<file path="config.mk">
export PLATFORM = sky130hd
export DESIGN_NAME = heartbeat_watchdog_supervisor_unit
export DESIGN_NICKNAME = d
export VERILOG_FILES = /design/src/hw/rtl/hws_pkg.sv /design/src/hw/rtl/hws_vmem.sv /design/src/hw/rtl/hws_ctrl.sv /design/src/hw/rtl/heartbeat_watchdog_supervisor_unit.sv
export VERILOG_INCLUDE_DIRS = /design/src /design/src/hw/rtl
export SDC_FILE = /design/constraint.sdc
export NUM_CORES = 2
export LEC_CHECK = 0
export BUFFER_PORTS_ARGS = -buffer_cell sky130_fd_sc_hd__buf_2
export CAP_MARGIN = 20
export CORE_MARGIN = 5
export CORE_UTILIZATION = 40
export DETAILED_ROUTE_END_ITERATION = 8
export GPL_ROUTABILITY_DRIVEN = 0
export MAX_ROUTING_LAYER = met4
export PLACE_DENSITY_LB_ADDON = 0.25
export SLEW_MARGIN = 20
export SYNTH_ARGS = -nofsm -noshare
export SYNTH_HDL_FRONTEND = slang
export SYNTH_SLANG_ARGS = --single-unit
</file>
<file path="constraint.sdc">
create_clock -name clk -period 9.45 [get_ports clk]
set_input_delay 1.89 -clock clk [delete_from_list [all_inputs] [get_ports clk]]
set_output_delay 1.89 -clock clk [all_outputs]
set_load 0.01 [all_outputs]
</file>
<file path="src/hw/rtl/heartbeat_watchdog_supervisor_unit_assert.svh">
// heartbeat_watchdog_supervisor_unit_assert.svh: assertion macros for the supervisor RTL.
// Expects signals named clk and rst_n in the scope where a macro is used.
`ifndef HEARTBEAT_WATCHDOG_SUPERVISOR_UNIT_ASSERT_SVH
`define HEARTBEAT_WATCHDOG_SUPERVISOR_UNIT_ASSERT_SVH

// Same-cycle implication, checked outside reset.
`define HWS_AST_IMP(lbl, ante, cons) \
  lbl: assert property (@(posedge clk) disable iff (!rst_n) (ante) |-> (cons)) \
    else $error("hws: assertion failed");

// Next-cycle implication, checked outside reset.
`define HWS_AST_NXT(lbl, ante, cons) \
  lbl: assert property (@(posedge clk) disable iff (!rst_n) (ante) |=> (cons)) \
    else $error("hws: assertion failed");

`endif

</file>
<file path="src/hw/rtl/hws_pkg.sv">
`timescale 1ns / 1ps
// hws_pkg.sv: opcodes, register indexes, reset values, types and the timeout table
// of the heartbeat watchdog supervisor. No dependencies.
package hws_pkg;

  localparam int MASK_W      = 6;
  localparam int TMO_ENTRIES = 6;
  localparam int CFG_IDX_W   = 2;
  localparam int CFG_DATA_W  = 16;

  localparam logic [2:0] OP_TICK      = 3'd0;
  localparam logic [2:0] OP_HEARTBEAT = 3'd1;
  localparam logic [2:0] OP_COUNT     = 3'd2;
  localparam logic [2:0] OP_COLLECT   = 3'd3;
  localparam logic [2:0] OP_REFRESH   = 3'd4;
  localparam logic [2:0] OP_CLEAR     = 3'd5;
  localparam logic [2:0] OP_FATAL     = 3'd6;
  localparam logic [2:0] OP_READ      = 3'd7;

  localparam logic [CFG_IDX_W-1:0] CFG_TICK_PERIOD   = 2'd0;
  localparam logic [CFG_IDX_W-1:0] CFG_STARTUP_GRACE = 2'd1;
  localparam logic [CFG_IDX_W-1:0] CFG_EXEMPT_TASK   = 2'd2;
  localparam logic [CFG_IDX_W-1:0] CFG_WATCHDOG_ON   = 2'd3;

  localparam logic [9:0]  RST_TICK_PERIOD = 10'd1;
  localparam logic [15:0] RST_GRACE       = 16'd3000;
  localparam logic [2:0]  RST_EXEMPT      = 3'd5;
  localparam logic        RST_WD_ON       = 1'b0;

  typedef struct packed {
    logic [9:0]  tick_period_ms;
    logic [15:0] startup_grace_ms;
    logic [2:0]  exempt_task;
    logic        watchdog_on;
  } cfg_t;

  typedef enum logic [3:0] {
    S_IDLE,
    S_UPT,
    S_EXEC,
    S_MOD,
    S_RAGE,
    S_CRD,
    S_CDIF,
    S_CMUL,
    S_CCMP,
    S_DONE
  } state_t;

  localparam logic [10:0] TMO_TBL [TMO_ENTRIES] = '{
    11'd1000, 11'd1000, 11'd1500, 11'd2000, 11'd1500, 11'd2000
  };

  // Tasks beyond the table share the last entry.
  function automatic logic [10:0] task_timeout(input logic [2:0] t);
    logic [10:0] v;
    if (32'(t) < TMO_ENTRIES) begin
      v = TMO_TBL[t];
    end else begin
      v = TMO_TBL[TMO_ENTRIES-1];
    end
    return v;
  endfunction

endpackage

</file>
<file path="src/hw/rtl/hws_vmem.sv">
`timescale 1ns / 1ps
// hws_vmem.sv: single-port-write, single-port-read synchronous memory with per-entry
// valid bits; an entry never written since reset or clear reads as zero. No dependencies.
module hws_vmem #(
  parameter int DEPTH = 6,
  parameter int WIDTH = 32,
  parameter int AW    = 3
) (
  input  logic             clk,
  input  logic             rst_n,
  input  logic             clr_all,
  input  logic             wr_en,
  input  logic [AW-1:0]    wr_addr,
  input  logic [WIDTH-1:0] wr_data,
  input  logic             rd_en,
  input  logic [AW-1:0]    rd_addr,
  output logic [WIDTH-1:0] rd_data
);

  logic [WIDTH-1:0] store_r [DEPTH];
  logic [DEPTH-1:0] valid_r, valid_nxt;
  logic [WIDTH-1:0] rd_q_r;
  logic             rd_v_r;

  always_comb begin
    valid_nxt = valid_r;
    if (clr_all) begin
      valid_nxt = '0;
    end else if (wr_en) begin
      valid_nxt[wr_addr] = 1'b1;
    end
  end

  always_ff @(posedge clk) begin
    if (!rst_n) begin
      valid_r <= '0;
    end else begin
      valid_r <= valid_nxt;
    end
  end

  always_ff @(posedge clk) begin
    if (wr_en) begin
      store_r[wr_addr] <= wr_data;
    end
    if (rd_en) begin
      rd_q_r <= store_r[rd_addr];
      rd_v_r <= valid_r[rd_addr];
    end
  end

  assign rd_data = rd_v_r ? rd_q_r : '0;

endmodule

</file>
<file path="src/hw/rtl/hws_ctrl.sv">
`timescale 1ns / 1ps
`include "heartbeat_watchdog_supervisor_unit_assert.svh"
// hws_ctrl.sv: sequencer and datapath of the supervisor: opcode decode, stamp walk, shared
// tick-to-ms multiplier and result registers. Depends on hws_pkg and the assertion header.
module hws_ctrl
  import hws_pkg::*;
#(
  parameter int NUM_TASKS    = 6,
  parameter int NUM_COUNTERS = 10,
  parameter int TAW          = 3,
  parameter int CAW          = 4
) (
  input  logic            clk,
  input  logic            rst_n,
  input  cfg_t            cfg,
  input  logic            start,
  output logic            busy,
  input  logic [2:0]      in_opcode,
  input  logic [2:0]      in_task_index,
  input  logic [3:0]      in_event_index,
  input  logic [3:0]      in_fatal_code,
  output logic            out_valid,
  output logic            out_healthy,
  output logic [5:0]      out_stall_mask,
  output logic            out_refresh_granted,
  output logic [31:0]     out_counter_value,
  output logic [31:0]     out_beat_age,
  output logic [31:0]     out_elapsed_ms,
  output logic [3:0]      out_fatal_now,
  output logic            st_wr_en,
  output logic [TAW-1:0]  st_wr_addr,
  output logic [31:0]     st_wr_data,
  output logic            st_rd_en,
  output logic [TAW-1:0]  st_rd_addr,
  input  logic [31:0]     st_rd_data,
  output logic            cn_clr,
  output logic            cn_wr_en,
  output logic [CAW-1:0]  cn_wr_addr,
  output logic [31:0]     cn_wr_data,
  output logic            cn_rd_en,
  output logic [CAW-1:0]  cn_rd_addr,
  input  logic [31:0]     cn_rd_data
);

  localparam int NCHK = (NUM_TASKS < MASK_W) ? NUM_TASKS : MASK_W;
  localparam logic [2:0]     LAST_T      = 3'(NCHK - 1);
  localparam logic [CAW-1:0] IDX_REFRESH = CAW'(NUM_COUNTERS - 2);
  localparam logic [CAW-1:0] IDX_SKIP    = CAW'(NUM_COUNTERS - 1);

  state_t state_r, state_nxt;

  logic [2:0]        op_r, op_nxt;
  logic [2:0]        task_r, task_nxt;
  logic [3:0]        ev_r, ev_nxt;
  logic [3:0]        code_r, code_nxt;
  logic [31:0]       tick_r, tick_nxt;
  logic [31:0]       uptime_r, uptime_nxt;
  logic [31:0]       diff_r, diff_nxt;
  logic              zero_r, zero_nxt;
  logic [31:0]       prod_r, prod_nxt;
  logic              grace_ok_r, grace_ok_nxt;
  logic [31:0]       cval_r, cval_nxt;
  logic [2:0]        t_r, t_nxt;
  logic [MASK_W-1:0] mask_acc_r, mask_acc_nxt;
  logic [MASK_W-1:0] stalled_r, stalled_nxt;
  logic [3:0]        fatal_r, fatal_nxt;

  logic              out_valid_r, out_valid_nxt;
  logic              out_healthy_r, out_healthy_nxt;
  logic [MASK_W-1:0] out_mask_r, out_mask_nxt;
  logic              out_granted_r, out_granted_nxt;
  logic [31:0]       out_cval_r, out_cval_nxt;
  logic [31:0]       out_age_r, out_age_nxt;
  logic [31:0]       out_uptime_r, out_uptime_nxt;
  logic [3:0]        out_fatal_r, out_fatal_nxt;

  logic              task_ok, ev_cnt_ok, ev_rd_ok, grant_now, stall_now;
  logic [31:0]       mul_a;
  logic [41:0]       mul_full;
  logic [10:0]       tmo;
  logic [MASK_W-1:0] mask_upd;
  logic [CAW-1:0]    cnt_addr;

  assign task_ok   = 32'(task_r) < NUM_TASKS;
  assign ev_cnt_ok = (32'(ev_r) + 32'd2) < NUM_COUNTERS;
  assign ev_rd_ok  = 32'(ev_r) < NUM_COUNTERS;
  assign grant_now = (stalled_r == '0) && (fatal_r == '0);

  // One 32x10 multiplier converts ticks to ms for both uptime and heartbeat ages.
  assign mul_a    = (state_r == S_UPT) ? tick_r : diff_r;
  assign mul_full = mul_a * cfg.tick_period_ms;

  assign tmo       = task_timeout(t_r);
  assign stall_now = (t_r != cfg.exempt_task) && grace_ok_r &&
                     (zero_r || (prod_r > 32'(tmo)));

  always_comb begin
    mask_upd      = mask_acc_r;
    mask_upd[t_r] = stall_now;
  end

  // A refresh bumps the refresh counter (granted, watchdog on) or the skip counter
  // (not granted); stalled and fatal state cannot change in flight, so grant_now is stable.
  always_comb begin
    if (op_r == OP_REFRESH) begin
      cnt_addr = grant_now ? IDX_REFRESH : IDX_SKIP;
    end else begin
      cnt_addr = CAW'(ev_r);
    end
  end

  assign cn_rd_addr = cnt_addr;
  assign cn_wr_addr = cnt_addr;
  assign cn_wr_data = cn_rd_data + 32'd1;
  assign st_wr_addr = TAW'(task_r);
  assign st_wr_data = tick_r;
  assign st_rd_addr = (state_r == S_CRD) ? TAW'(t_r) : TAW'(task_r);

  always_comb begin
    state_nxt       = state_r;
    op_nxt          = op_r;
    task_nxt        = task_r;
    ev_nxt          = ev_r;
    code_nxt        = code_r;
    tick_nxt        = tick_r;
    uptime_nxt      = uptime_r;
    diff_nxt        = diff_r;
    zero_nxt        = zero_r;
    prod_nxt        = prod_r;
    grace_ok_nxt    = grace_ok_r;
    cval_nxt        = cval_r;
    t_nxt           = t_r;
    mask_acc_nxt    = mask_acc_r;
    stalled_nxt     = stalled_r;
    fatal_nxt       = fatal_r;
    out_valid_nxt   = 1'b0;
    out_healthy_nxt = out_healthy_r;
    out_mask_nxt    = out_mask_r;
    out_granted_nxt = out_granted_r;
    out_cval_nxt    = out_cval_r;
    out_age_nxt     = out_age_r;
    out_uptime_nxt  = out_uptime_r;
    out_fatal_nxt   = out_fatal_r;
    st_wr_en        = 1'b0;
    st_rd_en        = 1'b0;
    cn_clr          = 1'b0;
    cn_wr_en        = 1'b0;
    cn_rd_en        = 1'b0;

    case (state_r)
      S_IDLE: begin
        if (start) begin
          op_nxt    = in_opcode;
          task_nxt  = in_task_index;
          ev_nxt    = in_event_index;
          code_nxt  = in_fatal_code;
          state_nxt = S_UPT;
        end
      end
      S_UPT: begin
        uptime_nxt = mul_full[31:0];
        state_nxt  = S_EXEC;
      end
      S_EXEC: begin
        state_nxt = S_DONE;
        case (op_r)
          OP_TICK: begin
            tick_nxt   = tick_r + 32'd1;
            uptime_nxt = uptime_r + 32'(cfg.tick_period_ms);
          end
          OP_HEARTBEAT: begin
            st_wr_en = task_ok;
          end
          OP_COUNT: begin
            if (ev_cnt_ok) begin
              cn_rd_en  = 1'b1;
              state_nxt = S_MOD;
            end
          end
          OP_COLLECT: begin
            grace_ok_nxt = uptime_r > 32'(cfg.startup_grace_ms);
            mask_acc_nxt = '0;
            t_nxt        = '0;
            state_nxt    = S_CRD;
          end
          OP_REFRESH: begin
            if (!grant_now || cfg.watchdog_on) begin
              cn_rd_en  = 1'b1;
              state_nxt = S_MOD;
            end
          end
          OP_CLEAR: begin
            cn_clr = 1'b1;
          end
          OP_FATAL: begin
            fatal_nxt = code_r;
          end
          OP_READ: begin
            cn_rd_en  = ev_rd_ok;
            st_rd_en  = task_ok;
            state_nxt = S_MOD;
          end
          default: begin
            state_nxt = S_DONE;
          end
        endcase
      end
      S_MOD: begin
        if (op_r == OP_READ) begin
          cval_nxt  = ev_rd_ok ? cn_rd_data : 32'd0;
          diff_nxt  = tick_r - st_rd_data;
          state_nxt = S_RAGE;
        end else begin
          cn_wr_en  = 1'b1;
          state_nxt = S_DONE;
        end
      end
      S_RAGE: begin
        prod_nxt  = mul_full[31:0];
        state_nxt = S_DONE;
      end
      S_CRD: begin
        st_rd_en  = 1'b1;
        state_nxt = S_CDIF;
      end
      S_CDIF: begin
        diff_nxt  = tick_r - st_rd_data;
        zero_nxt  = (st_rd_data == 32'd0);
        state_nxt = S_CMUL;
      end
      S_CMUL: begin
        prod_nxt  = mul_full[31:0];
        state_nxt = S_CCMP;
      end
      S_CCMP: begin
        mask_acc_nxt = mask_upd;
        if (t_r == LAST_T) begin
          stalled_nxt = mask_upd;
          state_nxt   = S_DONE;
        end else begin
          t_nxt     = t_r + 3'd1;
          state_nxt = S_CRD;
        end
      end
      S_DONE: begin
        out_valid_nxt   = 1'b1;
        out_healthy_nxt = grant_now;
        out_mask_nxt    = stalled_r;
        out_granted_nxt = (op_r == OP_REFRESH) && grant_now;
        out_cval_nxt    = (op_r == OP_READ) ? cval_r : 32'd0;
        out_age_nxt     = ((op_r == OP_READ) && task_ok) ? prod_r : 32'd0;
        out_uptime_nxt  = uptime_r;
        out_fatal_nxt   = fatal_r;
        state_nxt       = S_IDLE;
      end
      default: begin
        state_nxt = S_IDLE;
      end
    endcase
  end

  always_ff @(posedge clk) begin
    if (!rst_n) begin
      state_r     <= S_IDLE;
      tick_r      <= '0;
      stalled_r   <= '0;
      fatal_r     <= '0;
      out_valid_r <= 1'b0;
    end else begin
      state_r     <= state_nxt;
      tick_r      <= tick_nxt;
      stalled_r   <= stalled_nxt;
      fatal_r     <= fatal_nxt;
      out_valid_r <= out_valid_nxt;
    end
  end

  always_ff @(posedge clk) begin
    op_r          <= op_nxt;
    task_r        <= task_nxt;
    ev_r          <= ev_nxt;
    code_r        <= code_nxt;
    uptime_r      <= uptime_nxt;
    diff_r        <= diff_nxt;
    zero_r        <= zero_nxt;
    prod_r        <= prod_nxt;
    grace_ok_r    <= grace_ok_nxt;
    cval_r        <= cval_nxt;
    t_r           <= t_nxt;
    mask_acc_r    <= mask_acc_nxt;
    out_healthy_r <= out_healthy_nxt;
    out_mask_r    <= out_mask_nxt;
    out_granted_r <= out_granted_nxt;
    out_cval_r    <= out_cval_nxt;
    out_age_r     <= out_age_nxt;
    out_uptime_r  <= out_uptime_nxt;
    out_fatal_r   <= out_fatal_nxt;
  end

  assign busy                = (state_r != S_IDLE);
  assign out_valid           = out_valid_r;
  assign out_healthy         = out_healthy_r;
  assign out_stall_mask      = out_mask_r;
  assign out_refresh_granted = out_granted_r;
  assign out_counter_value   = out_cval_r;
  assign out_beat_age        = out_age_r;
  assign out_elapsed_ms      = out_uptime_r;
  assign out_fatal_now       = out_fatal_r;

  `HWS_AST_IMP(a_strobe_idle, out_valid_r, state_r == S_IDLE)
  `HWS_AST_NXT(a_accept_starts, start && (state_r == S_IDLE), state_r == S_UPT)
  `HWS_AST_NXT(a_done_strobes, state_r == S_DONE, out_valid_r)
  `HWS_AST_IMP(a_healthy_match, out_valid_r, out_healthy_r == ((out_mask_r == '0) && (out_fatal_r == '0)))
  `HWS_AST_IMP(a_walk_range, state_r == S_CCMP, 32'(t_r) < NCHK)

endmodule

</file>
<file path="src/hw/rtl/heartbeat_watchdog_supervisor_unit.sv">
`timescale 1ns / 1ps
// heartbeat_watchdog_supervisor_unit.sv: top level; configuration registers, stamp and
// counter memories, sequencer. Depends on hws_pkg, hws_vmem and hws_ctrl.
//
//   Channel   Ports                          Handshake
//   input     in_opcode .. in_fatal_code     transfer when start high and busy low
//   result    out_healthy .. out_fatal_now   out_valid high for one cycle, no stall
//   config    cfg_we, cfg_index, cfg_wdata   write when cfg_we high, no wait
//
// Tick, heartbeat, clear, fatal, an ignored count and an uncounted refresh pass the states
// UPT, EXEC and DONE; a counter read-modify-write adds MOD, a read adds MOD and RAGE, and
// collect walks N = min(NUM_TASKS, 6) stamps between EXEC and DONE, each passing read,
// subtract, multiply and compare on the one shared multiplier. The result strobes in the
// cycle busy drops, and a new item may be taken in that same cycle. The receiver cannot stall.
// Reset is synchronous; memory contents need no clearing pass (valid bits per entry).
module heartbeat_watchdog_supervisor_unit
  import hws_pkg::*;
#(
  parameter int NUM_TASKS    = 6,
  parameter int NUM_COUNTERS = 10
) (
  input  logic                  clk,
  input  logic                  rst_n,
  input  logic                  start,
  output logic                  busy,
  input  logic [2:0]            in_opcode,
  input  logic [2:0]            in_task_index,
  input  logic [3:0]            in_event_index,
  input  logic [3:0]            in_fatal_code,
  output logic                  out_valid,
  output logic                  out_healthy,
  output logic [5:0]            out_stall_mask,
  output logic                  out_refresh_granted,
  output logic [31:0]           out_counter_value,
  output logic [31:0]           out_beat_age,
  output logic [31:0]           out_elapsed_ms,
  output logic [3:0]            out_fatal_now,
  input  logic                  cfg_we,
  input  logic [CFG_IDX_W-1:0]  cfg_index,
  input  logic [CFG_DATA_W-1:0] cfg_wdata
);

  localparam int TAW = (NUM_TASKS > 1) ? $clog2(NUM_TASKS) : 1;
  localparam int CAW = $clog2(NUM_COUNTERS);

  cfg_t cfg_r, cfg_nxt;

  logic           st_wr_en, st_rd_en;
  logic [TAW-1:0] st_wr_addr, st_rd_addr;
  logic [31:0]    st_wr_data, st_rd_data;
  logic           cn_clr, cn_wr_en, cn_rd_en;
  logic [CAW-1:0] cn_wr_addr, cn_rd_addr;
  logic [31:0]    cn_wr_data, cn_rd_data;

  always_comb begin
    cfg_nxt = cfg_r;
    if (cfg_we) begin
      case (cfg_index)
        CFG_TICK_PERIOD:   cfg_nxt.tick_period_ms   = cfg_wdata[9:0];
        CFG_STARTUP_GRACE: cfg_nxt.startup_grace_ms = cfg_wdata[15:0];
        CFG_EXEMPT_TASK:   cfg_nxt.exempt_task      = cfg_wdata[2:0];
        CFG_WATCHDOG_ON:   cfg_nxt.watchdog_on      = cfg_wdata[0];
        default:           cfg_nxt = cfg_r;
      endcase
    end
  end

  always_ff @(posedge clk) begin
    if (!rst_n) begin
      cfg_r.tick_period_ms   <= RST_TICK_PERIOD;
      cfg_r.startup_grace_ms <= RST_GRACE;
      cfg_r.exempt_task      <= RST_EXEMPT;
      cfg_r.watchdog_on      <= RST_WD_ON;
    end else begin
      cfg_r <= cfg_nxt;
    end
  end

  hws_vmem #(
    .DEPTH(NUM_TASKS),
    .WIDTH(32),
    .AW   (TAW)
  ) u_stamps (
    .clk    (clk),
    .rst_n  (rst_n),
    .clr_all(1'b0),
    .wr_en  (st_wr_en),
    .wr_addr(st_wr_addr),
    .wr_data(st_wr_data),
    .rd_en  (st_rd_en),
    .rd_addr(st_rd_addr),
    .rd_data(st_rd_data)
  );

  hws_vmem #(
    .DEPTH(NUM_COUNTERS),
    .WIDTH(32),
    .AW   (CAW)
  ) u_counters (
    .clk    (clk),
    .rst_n  (rst_n),
    .clr_all(cn_clr),
    .wr_en  (cn_wr_en),
    .wr_addr(cn_wr_addr),
    .wr_data(cn_wr_data),
    .rd_en  (cn_rd_en),
    .rd_addr(cn_rd_addr),
    .rd_data(cn_rd_data)
  );

  hws_ctrl #(
    .NUM_TASKS   (NUM_TASKS),
    .NUM_COUNTERS(NUM_COUNTERS),
    .TAW         (TAW),
    .CAW         (CAW)
  ) u_ctrl (
    .clk                (clk),
    .rst_n              (rst_n),
    .cfg                (cfg_r),
    .start              (start),
    .busy               (busy),
    .in_opcode          (in_opcode),
    .in_task_index      (in_task_index),
    .in_event_index     (in_event_index),
    .in_fatal_code      (in_fatal_code),
    .out_valid          (out_valid),
    .out_healthy        (out_healthy),
    .out_stall_mask     (out_stall_mask),
    .out_refresh_granted(out_refresh_granted),
    .out_counter_value  (out_counter_value),
    .out_beat_age       (out_beat_age),
    .out_elapsed_ms     (out_elapsed_ms),
    .out_fatal_now      (out_fatal_now),
    .st_wr_en           (st_wr_en),
    .st_wr_addr         (st_wr_addr),
    .st_wr_data         (st_wr_data),
    .st_rd_en           (st_rd_en),
    .st_rd_addr         (st_rd_addr),
    .st_rd_data         (st_rd_data),
    .cn_clr             (cn_clr),
    .cn_wr_en           (cn_wr_en),
    .cn_wr_addr         (cn_wr_addr),
    .cn_wr_data         (cn_wr_data),
    .cn_rd_en           (cn_rd_en),
    .cn_rd_addr         (cn_rd_addr),
    .cn_rd_data         (cn_rd_data)
  );

endmodule
</file>
== Word-level counts from Yosys, hierarchy flattened ==
Memories as Yosys holds them, arrays and structs flattened. A register that Yosys moved wholly into a read port is not among the register bits.
Cells that the tools add are included.
Storage, ports and cells
  memories: 3
  output and inout bits: 110
  bits in latches: 0
  flip-flop bits (word level): 356
  bits in read-only memories: 88
  input port bits: 36
  RAM bits: 512
  logic and storage cells: 176
Cells by class
  mux-type cells: 53
  multipliers: 1
  add/subtract/negate cells: 6
  equal/unequal tests: 26
  magnitude comparators: 14
  shifts and indexed selects: 0
  reduce and logical (&&, ||, !) cells: 37
  bitwise operators: 4
  div/mod/pow operators: 0
Memory list
  u_counters.store_r: words 10, width 32, read ports 1, clocked after Yosys merged registers in 1, wr ports 1, line hws_vmem.sv:20  | logic [WIDTH-1:0] store_r [DEPTH];
  u_stamps.store_r: words 6, width 32, read ports 1, clocked after Yosys merged registers in 1, wr ports 1, line hws_vmem.sv:20
  (no name shown): words 8, width 11, read ports 1, clocked after Yosys merged registers in 0, wr ports 0, line hws_pkg.sv:58  | v = TMO_TBL[t];
Operators by type and width (number)
  $mux W32: 5
  $pmux W32 S2: 2
  $add A32 B1 Y32 const B: 2
  $pmux W4 S9: 1
  $mux W11: 3
  $add A32 B10 Y32: 1
  $gt A32 B11 Y1: 1
  $gt A32 B16 Y1: 1
  $logic_not A32 Y1: 1
  $lt A32 B4 Y1 const B: 1
  $mul A32 B10 Y32: 1
  $sub A32 B32 Y32: 1
  $reduce_and A2 Y1: 13
  $mux W4: 6
  $mux W1: 21
  $eq A4 B3 Y1 const B: 4
  $pmux W4 S4: 1
  $eq A3 B3 Y1 const B: 5
  $lt A3 B4 Y1 const B: 3
  $pmux W6 S2: 1
  $or A10 B10 Y10: 1
  $mux W3: 3
  $eq A4 B2 Y1 const B: 2
  $eq A4 B4 Y1 const B: 2
  other kinds (39): 59

== Depth between registers and ports, before layout ==
  depth in word-level cells: 10
  mapped depth: 27
  gate-level depth less buffers: 25

== Cells and area by module ==
Synthesis repeated with hierarchy kept, for this count alone.
Unflattened totals
  cell total of the unflattened synthesis: 3652
  area, all modules: 47864.7 sq um
Modules (own cells, without submodules)
  hws_ctrl: cells an instance 2279, area an instance 23535.1 sq um, times used 1, seq. area each 8778.4 sq um
  hws_vmem (u_counters): cells an instance 767, area an instance 14157.3 sq um, times used 1, seq. area each 10800.4 sq um
  hws_vmem (u_stamps): cells an instance 476, area an instance 8922.3 sq um, times used 1, seq. area each 6876.6 sq um
  heartbeat_watchdog_supervisor_unit: cells an instance 130, area an instance 1249.9 sq um, times used 1, seq. area each 600.6 sq um

== Worst setup path before layout ==
No wires, ideal clock.
  path kind: flip-flop to flip-flop
  start: register u_ctrl.state_r[1]
  end: register u_ctrl.uptime_r[31] (data pin)
  period minus slack after synthesis: 7001 ps
  path buffers: 3
  data required time: 9190 ps
  path slack: 2449 ps
  data arrival time: 6741 ps
  stages on the path, launching flop included: 27
  cell sequence: dfxtp_1 buf_2 nor3_4 buf_6 clkbuf_1 mux2_2 and2_1 fa_1 fa_1 inv_1 fa_1 inv_1 fa_1 inv_1 fa_1 inv_1 ha_1 o21ai_0 nor2_1 o2111ai_1 a31o_2 o31ai_4 a21oi_2 o31ai_2 a31oi_1 xnor2_1 mux2_2
Between the ends
  longest elaborated chain between the ends: 4
  elaborated cells between the ends (all ways): 5
  classes of those cells: mul (1); eq/ne (2); mux (2)
RTL lines
  from (decl): line hws_ctrl.sv:50  | state_t state_r, state_nxt;
  from (signal assigned): line hws_ctrl.sv:270  | state_r <= state_nxt;
  $eq A4 B1 Y1: line hws_ctrl.sv:90  | assign mul_a = (state_r == S_UPT) ? tick_r : diff_r;
  $mux W32: line hws_ctrl.sv:90
  $mul A32 B10 Y32: line hws_ctrl.sv:91  | assign mul_full = mul_a * cfg.tick_period_ms;
  net u_ctrl.mul_full[31]: line hws_ctrl.sv:79  | logic [41:0] mul_full;
  $pmux W32 S2: line hws_ctrl.sv:150  | case (state_r)
  net u_ctrl.uptime_nxt[31]: line hws_ctrl.sv:57  | logic [31:0] uptime_r, uptime_nxt;
  to (signal assigned): line hws_ctrl.sv:283  | uptime_r <= uptime_nxt;
  to (decl): line hws_ctrl.sv:57
The timed path passes the listed nets, and every way through them passes these cells.
A chain may end at the register's enable or synchronous reset.

== Worst setup path after layout ==
  start: register u_ctrl.state_r[0]
  end: register u_ctrl.uptime_r[31] (data pin)
The elaborated chain is that of the path after synthesis.

==> flow_results.xml <==
<?xml version="1.0" encoding="UTF-8"?>
<metrics>
  <group name="power">
    <metric name="power.net_switching" unit="mW">2.63</metric>
    <metric name="max-vdd-ir-drop" unit="mV">0.159</metric>
    <metric name="p_int" unit="mW">7.37</metric>
    <metric name="static-leakage-power" unit="nW">20.4</metric>
    <metric name="share_of_power_burned_in_registers" unit="">0.473</metric>
    <metric name="p_comb_frac" unit="">0.137</metric>
    <metric name="switching_share" unit="">0.263</metric>
    <metric name="power.share.clock" unit="">0.390</metric>
    <metric name="power_density" unit="nW/um2">189</metric>
  </group>
  <group name="clocking">
    <metric name="clock_latency" unit="ns">0.71</metric>
    <metric name="cts.reportedPaths.clkPinSlew" unit="ns">0.06</metric>
    <metric name="max-clock-path-buffers" unit="">3</metric>
    <metric name="tritoncts" unit="">done</metric>
    <metric name="cts-hold-fix-buffers" unit="">0</metric>
    <metric name="htree_num_levels" unit="">3</metric>
    <metric name="clock_sink_count" unit="">932</metric>
    <metric name="cts_resized" unit="">0</metric>
    <metric name="numCtsBuffers" unit="">99</metric>
    <metric name="library_cell_used_as_clock_root_buffer" unit="">sky130_fd_sc_hd__clkbuf_16</metric>
    <metric name="setup_fix_buffers_added_after_clock_tree_synthesis" unit="">0</metric>
  </group>
  <group name="floorplanning">
    <metric name="design.core.area" unit="um2">116000</metric>
    <metric name="initial_core_utilization" unit="">0.403</metric>
    <metric name="die_area" unit="um2">124000</metric>
    <metric name="floorplan.die.width" unit="um">352</metric>
    <metric name="rows" unit="">125</metric>
    <metric name="num_io_pins" unit="">146</metric>
    <metric name="height_of_the_die" unit="um">352</metric>
  </group>
  <group name="route">
    <metric name="num_vias" unit="">28700</metric>
    <metric name="drc_errors" unit="">0</metric>
    <metric name="route.detailed.wl_per_inst" unit="um">21.9</metric>
    <metric name="detail_route.first_pass.iterations" unit="">5</metric>
    <metric name="dr.first_iter.drc_count" unit="">2168</metric>
    <metric name="totalWireLength" unit="um">119000</metric>
    <metric name="viasPerCell" unit="">5.31</metric>
    <metric name="ant_nets" unit="">0</metric>
  </group>
  <group name="timing">
    <metric name="period_utilization_post_route" unit="">0.830</metric>
    <metric name="finClkSkew" unit="ns">0.0761</metric>
    <metric name="report.final.setup_viol" unit="">0</metric>
    <metric name="timing.fmax" unit="GHz">0.127</metric>
    <metric name="final_slew_viol_count" unit="">0</metric>
    <metric name="rsz0062_at_grt" unit="">false</metric>
    <metric name="finalWorstSetupSlack" unit="ns">1.60</metric>
    <metric name="report.final.hold_viol_count" unit="">0</metric>
    <metric name="timing.setup.tns" unit="ns">0</metric>
    <metric name="relSlewSlack" unit="">0.272</metric>
    <metric name="period_needed" unit="ns">7.85</metric>
    <metric name="timing_worst_slew_pin_value" unit="ns">1.09</metric>
  </group>
  <group name="finish">
    <metric name="fill_cells" unit="">10500</metric>
    <metric name="final_layout_size_suffix_gt1_frac" unit="">0.137</metric>
    <metric name="finish.net_count" unit="">4153</metric>
    <metric name="synthToLayoutAreaGrowth" unit="%">12.8</metric>
    <metric name="finalNonFillerCells" unit="">5412</metric>
  </group>
  <group name="global_routing">
    <metric name="number_of_global_route_vias_before_repair" unit="">29100</metric>
    <metric name="antenna_violations_before_repair" unit="">3</metric>
    <metric name="grt.overflow.total" unit="">0</metric>
    <metric name="grt_start_max_net_pins" unit="">98</metric>
    <metric name="grt_first_pass_wirelength" unit="um">181000</metric>
    <metric name="gr-usage-all-layers" unit="">0.195</metric>
  </group>
  <group name="synth">
    <metric name="ys_dominant_reg_cell" unit="">sky130_fd_sc_hd__edfxtp_1</metric>
    <metric name="adder_cell_share_of_the_synthesized_area" unit="">0.116</metric>
    <metric name="synth.top_cell.area_share" unit="">0.538</metric>
    <metric name="number_of_different_library_cells_in_the_post_synthesis_netlist" unit="">68</metric>
    <metric name="async_reset_ff_frac" unit="">0</metric>
    <metric name="complex_gate_fraction_of_the_synthesized_area" unit="">0.0659</metric>
    <metric name="postSynthRegisterBits" unit="">932</metric>
    <metric name="synth_area_leaders" unit="">sky130_fd_sc_hd__edfxtp_1, sky130_fd_sc_hd__fa_1, sky130_fd_sc_hd__dfxtp_1, sky130_fd_sc_hd__nand2_1, sky130_fd_sc_hd__and2_1</metric>
    <metric name="synth.top_cells.by_count" unit="">sky130_fd_sc_hd__edfxtp_1, sky130_fd_sc_hd__nand2_1, sky130_fd_sc_hd__and2_1</metric>
    <metric name="number_of_enable_type_register_cells_in_the_synthesized_netlist" unit="">839</metric>
    <metric name="synth_top_family_by_area" unit="">simple AND/OR/NAND/NOR gates</metric>
    <metric name="postSynthAreaPerCell" unit="um2">12.8</metric>
    <metric name="muxShareOfSynthArea" unit="">0.0602</metric>
    <metric name="synthMostInstantiatedCell" unit="">sky130_fd_sc_hd__edfxtp_1</metric>
    <metric name="syn_nets" unit="">4004</metric>
    <metric name="yosys.area_share.xor_xnor" unit="">0.0288</metric>
    <metric name="synth-simple-area-share" unit="">0.120</metric>
    <metric name="postSynthCellCount" unit="">3653</metric>
    <metric name="synth.cell_area" unit="um2">46800</metric>
    <metric name="synth.largest_area_cell" unit="">sky130_fd_sc_hd__edfxtp_1</metric>
    <metric name="synth-warning-count" unit="">0</metric>
    <metric name="synth-seq-area-share" unit="">0.578</metric>
  </group>
  <group name="critical_path">
    <metric name="critical_path_required" unit="ns">9.84</metric>
    <metric name="critical_path_start_type" unit="">flip-flop</metric>
    <metric name="nature_of_the_critical_path_endpoint" unit="">flip-flop</metric>
    <metric name="timing.setup.critical_path_class" unit="">flip-flop to flip-flop</metric>
    <metric name="cp_max_fo" unit="">23</metric>
    <metric name="arrival" unit="ns">8.24</metric>
  </group>
  <group name="min_path">
    <metric name="min-delay-path-class" unit="">flip-flop to flip-flop</metric>
  </group>
  <group name="placed_design">
    <metric name="dp_slack" unit="ns">1.66</metric>
    <metric name="buffer_ports.inserted" unit="">145</metric>
    <metric name="placed_cells" unit="">5225</metric>
    <metric name="detailedPlacementHpwl" unit="um">77300</metric>
  </group>
  <group name="run_status">
    <metric name="run_status" unit="">complete, no violations</metric>
  </group>
  <group name="run">
    <metric name="max-cap-violations" unit="">0</metric>
  </group>
</metrics>
## path summary, 6_finish.rpt
| check | start | to | slack [ns] | depth (start not counted) |
|---|---|---|---|---|
| hold reg to reg | u_stamps.valid_r[3] | u_stamps.valid_r[3] | 0.46 | 1 |
| hold / removal | u_stamps.valid_r[3] | u_stamps.valid_r[3] | 0.46 | 1 |
| setup / recovery | u_ctrl.state_r[0] | u_ctrl.uptime_r[31] | 1.60 | 24 |
| setup reg to reg | u_ctrl.state_r[0] | u_ctrl.uptime_r[31] | 1.60 | 24 |
## power groups by stage
stage | combinational [mW] | clock (mW) | sequential [mW]
CTS | 1.38 | 3.99 | 4.73
floorplan | 0.984 | 0 | 4.75
global placement | 1.36 | 0 | 4.81
finish | 1.37 | 3.90 | 4.73
global route | 1.53 | 4.17 | 4.74
detailed placement | 1.38 | 0 | 4.81
## cell families (layout without fill, tap and decap cells)
group,after synthesis,after routing
AND/OR/NAND/NOR,1137,1137
flip-flops,932,932
AO/OA/AOI/OAI,507,507
buffers and inverters,381,615
adder cells (fa/ha/maj),315,315
multiplexers,227,227
XOR/XNOR,154,154
other,0,1
## registers in the layout (all words and copies together), names as in the netlist, 6 cells and up
name,flops
cfg_r,30
u_counters.rd_q_r,32
u_counters.store_r,320
u_counters.valid_r,10
u_ctrl.cval_r,32
u_ctrl.diff_r,32
u_ctrl.mask_acc_r,6
u_ctrl.out_beat_age,32
u_ctrl.out_counter_value,32
u_ctrl.out_elapsed_ms,32
u_ctrl.out_stall_mask,6
u_ctrl.prod_r,32
u_ctrl.st_wr_data,32
u_ctrl.stalled_r,6
u_ctrl.uptime_r,32
u_stamps.rd_q_r,32
u_stamps.store_r,192
u_stamps.valid_r,6
## worst max-delay path, stage by stage, from the launching register on
cell	delay [ns]
sky130_fd_sc_hd__dfxtp_1	0.58
sky130_fd_sc_hd__nand2b_1	0.23
sky130_fd_sc_hd__nor3_4	0.83
sky130_fd_sc_hd__mux2_2	0.52
sky130_fd_sc_hd__and2_1	0.21
sky130_fd_sc_hd__fa_1	0.45
sky130_fd_sc_hd__fa_1	0.54
sky130_fd_sc_hd__inv_1	0.05
sky130_fd_sc_hd__fa_1	0.47
sky130_fd_sc_hd__inv_1	0.05
sky130_fd_sc_hd__fa_1	0.52
sky130_fd_sc_hd__inv_1	0.05
sky130_fd_sc_hd__fa_1	0.53
sky130_fd_sc_hd__inv_1	0.04
sky130_fd_sc_hd__ha_1	0.31
sky130_fd_sc_hd__o21ai_0	0.10
sky130_fd_sc_hd__nor2_1	0.22
sky130_fd_sc_hd__o2111ai_1	0.20
sky130_fd_sc_hd__a31o_2	0.32
sky130_fd_sc_hd__o31ai_4	0.29
sky130_fd_sc_hd__a21oi_2	0.13
sky130_fd_sc_hd__o31ai_2	0.31
sky130_fd_sc_hd__a31oi_1	0.14
sky130_fd_sc_hd__xnor2_1	0.15
sky130_fd_sc_hd__mux2_2	0.28
## routing by layer
metal	global-route usage	vias up	wire length, um
met5	-	-	0
met4	0.0641	0	3730
met3	0.0331	194	7460
met2	0.306	839	55200
met1	0.260	14500	52200
li1	-	13300	-
## through the flow
stage               cell area (um2)  power [mW]  utilization  hold slack [ns]
global route                  52800        10.4        0.455            0.477
global placement              49500        6.17        0.426            0.443
detailed placement            49500        6.19        0.426            0.452
CTS                           52800        10.1        0.454            0.467
floorplan                     46800        5.74            -            0.431
finish                        52800        10.0        0.455            0.460
## cell type report
class                           count  area [um2]  area share
Antenna cell                        1        2.50   0.0000474
Clock buffer                      130        2670      0.0506
Clock inverter                     56         641      0.0121
Inverter                          229         860      0.0163
Multi-Input combinational cell   2340       18600       0.351
Sequential cell                   932       27100       0.512
Tap cell                         1524        1910      0.0361
Timing Repair Buffer              200        1140      0.0215
## placed cells by master (no fill, tap or decap), types with 19 or more instances in the layout
master                      instances
sky130_fd_sc_hd__nand4_1           28
sky130_fd_sc_hd__mux2i_1           92
sky130_fd_sc_hd__nor3_1            21
sky130_fd_sc_hd__fa_1             200
sky130_fd_sc_hd__nor2b_1           38
sky130_fd_sc_hd__o21ai_0          106
sky130_fd_sc_hd__mux2_2            98
sky130_fd_sc_hd__buf_2            145
sky130_fd_sc_hd__o21a_1            25
sky130_fd_sc_hd__clkbuf_1          23
sky130_fd_sc_hd__mux4_2            34
sky130_fd_sc_hd__and3_1            57
sky130_fd_sc_hd__nand3_1           56
sky130_fd_sc_hd__inv_1            229
sky130_fd_sc_hd__o22ai_1           33
sky130_fd_sc_hd__nor2_1           107
sky130_fd_sc_hd__a21oi_1          183
sky130_fd_sc_hd__xnor2_1          111
sky130_fd_sc_hd__dfxtp_1           93
sky130_fd_sc_hd__buf_4             55
sky130_fd_sc_hd__clkinv_2          19
sky130_fd_sc_hd__and2_1           255
sky130_fd_sc_hd__clkbuf_16         99
sky130_fd_sc_hd__edfxtp_1         839
sky130_fd_sc_hd__ha_1             115
sky130_fd_sc_hd__nand2b_1          21
sky130_fd_sc_hd__a21o_1            25
sky130_fd_sc_hd__xor2_1            43
sky130_fd_sc_hd__o21bai_1          40
sky130_fd_sc_hd__nand2_1          472
Power figures use the tool's default switching activity.
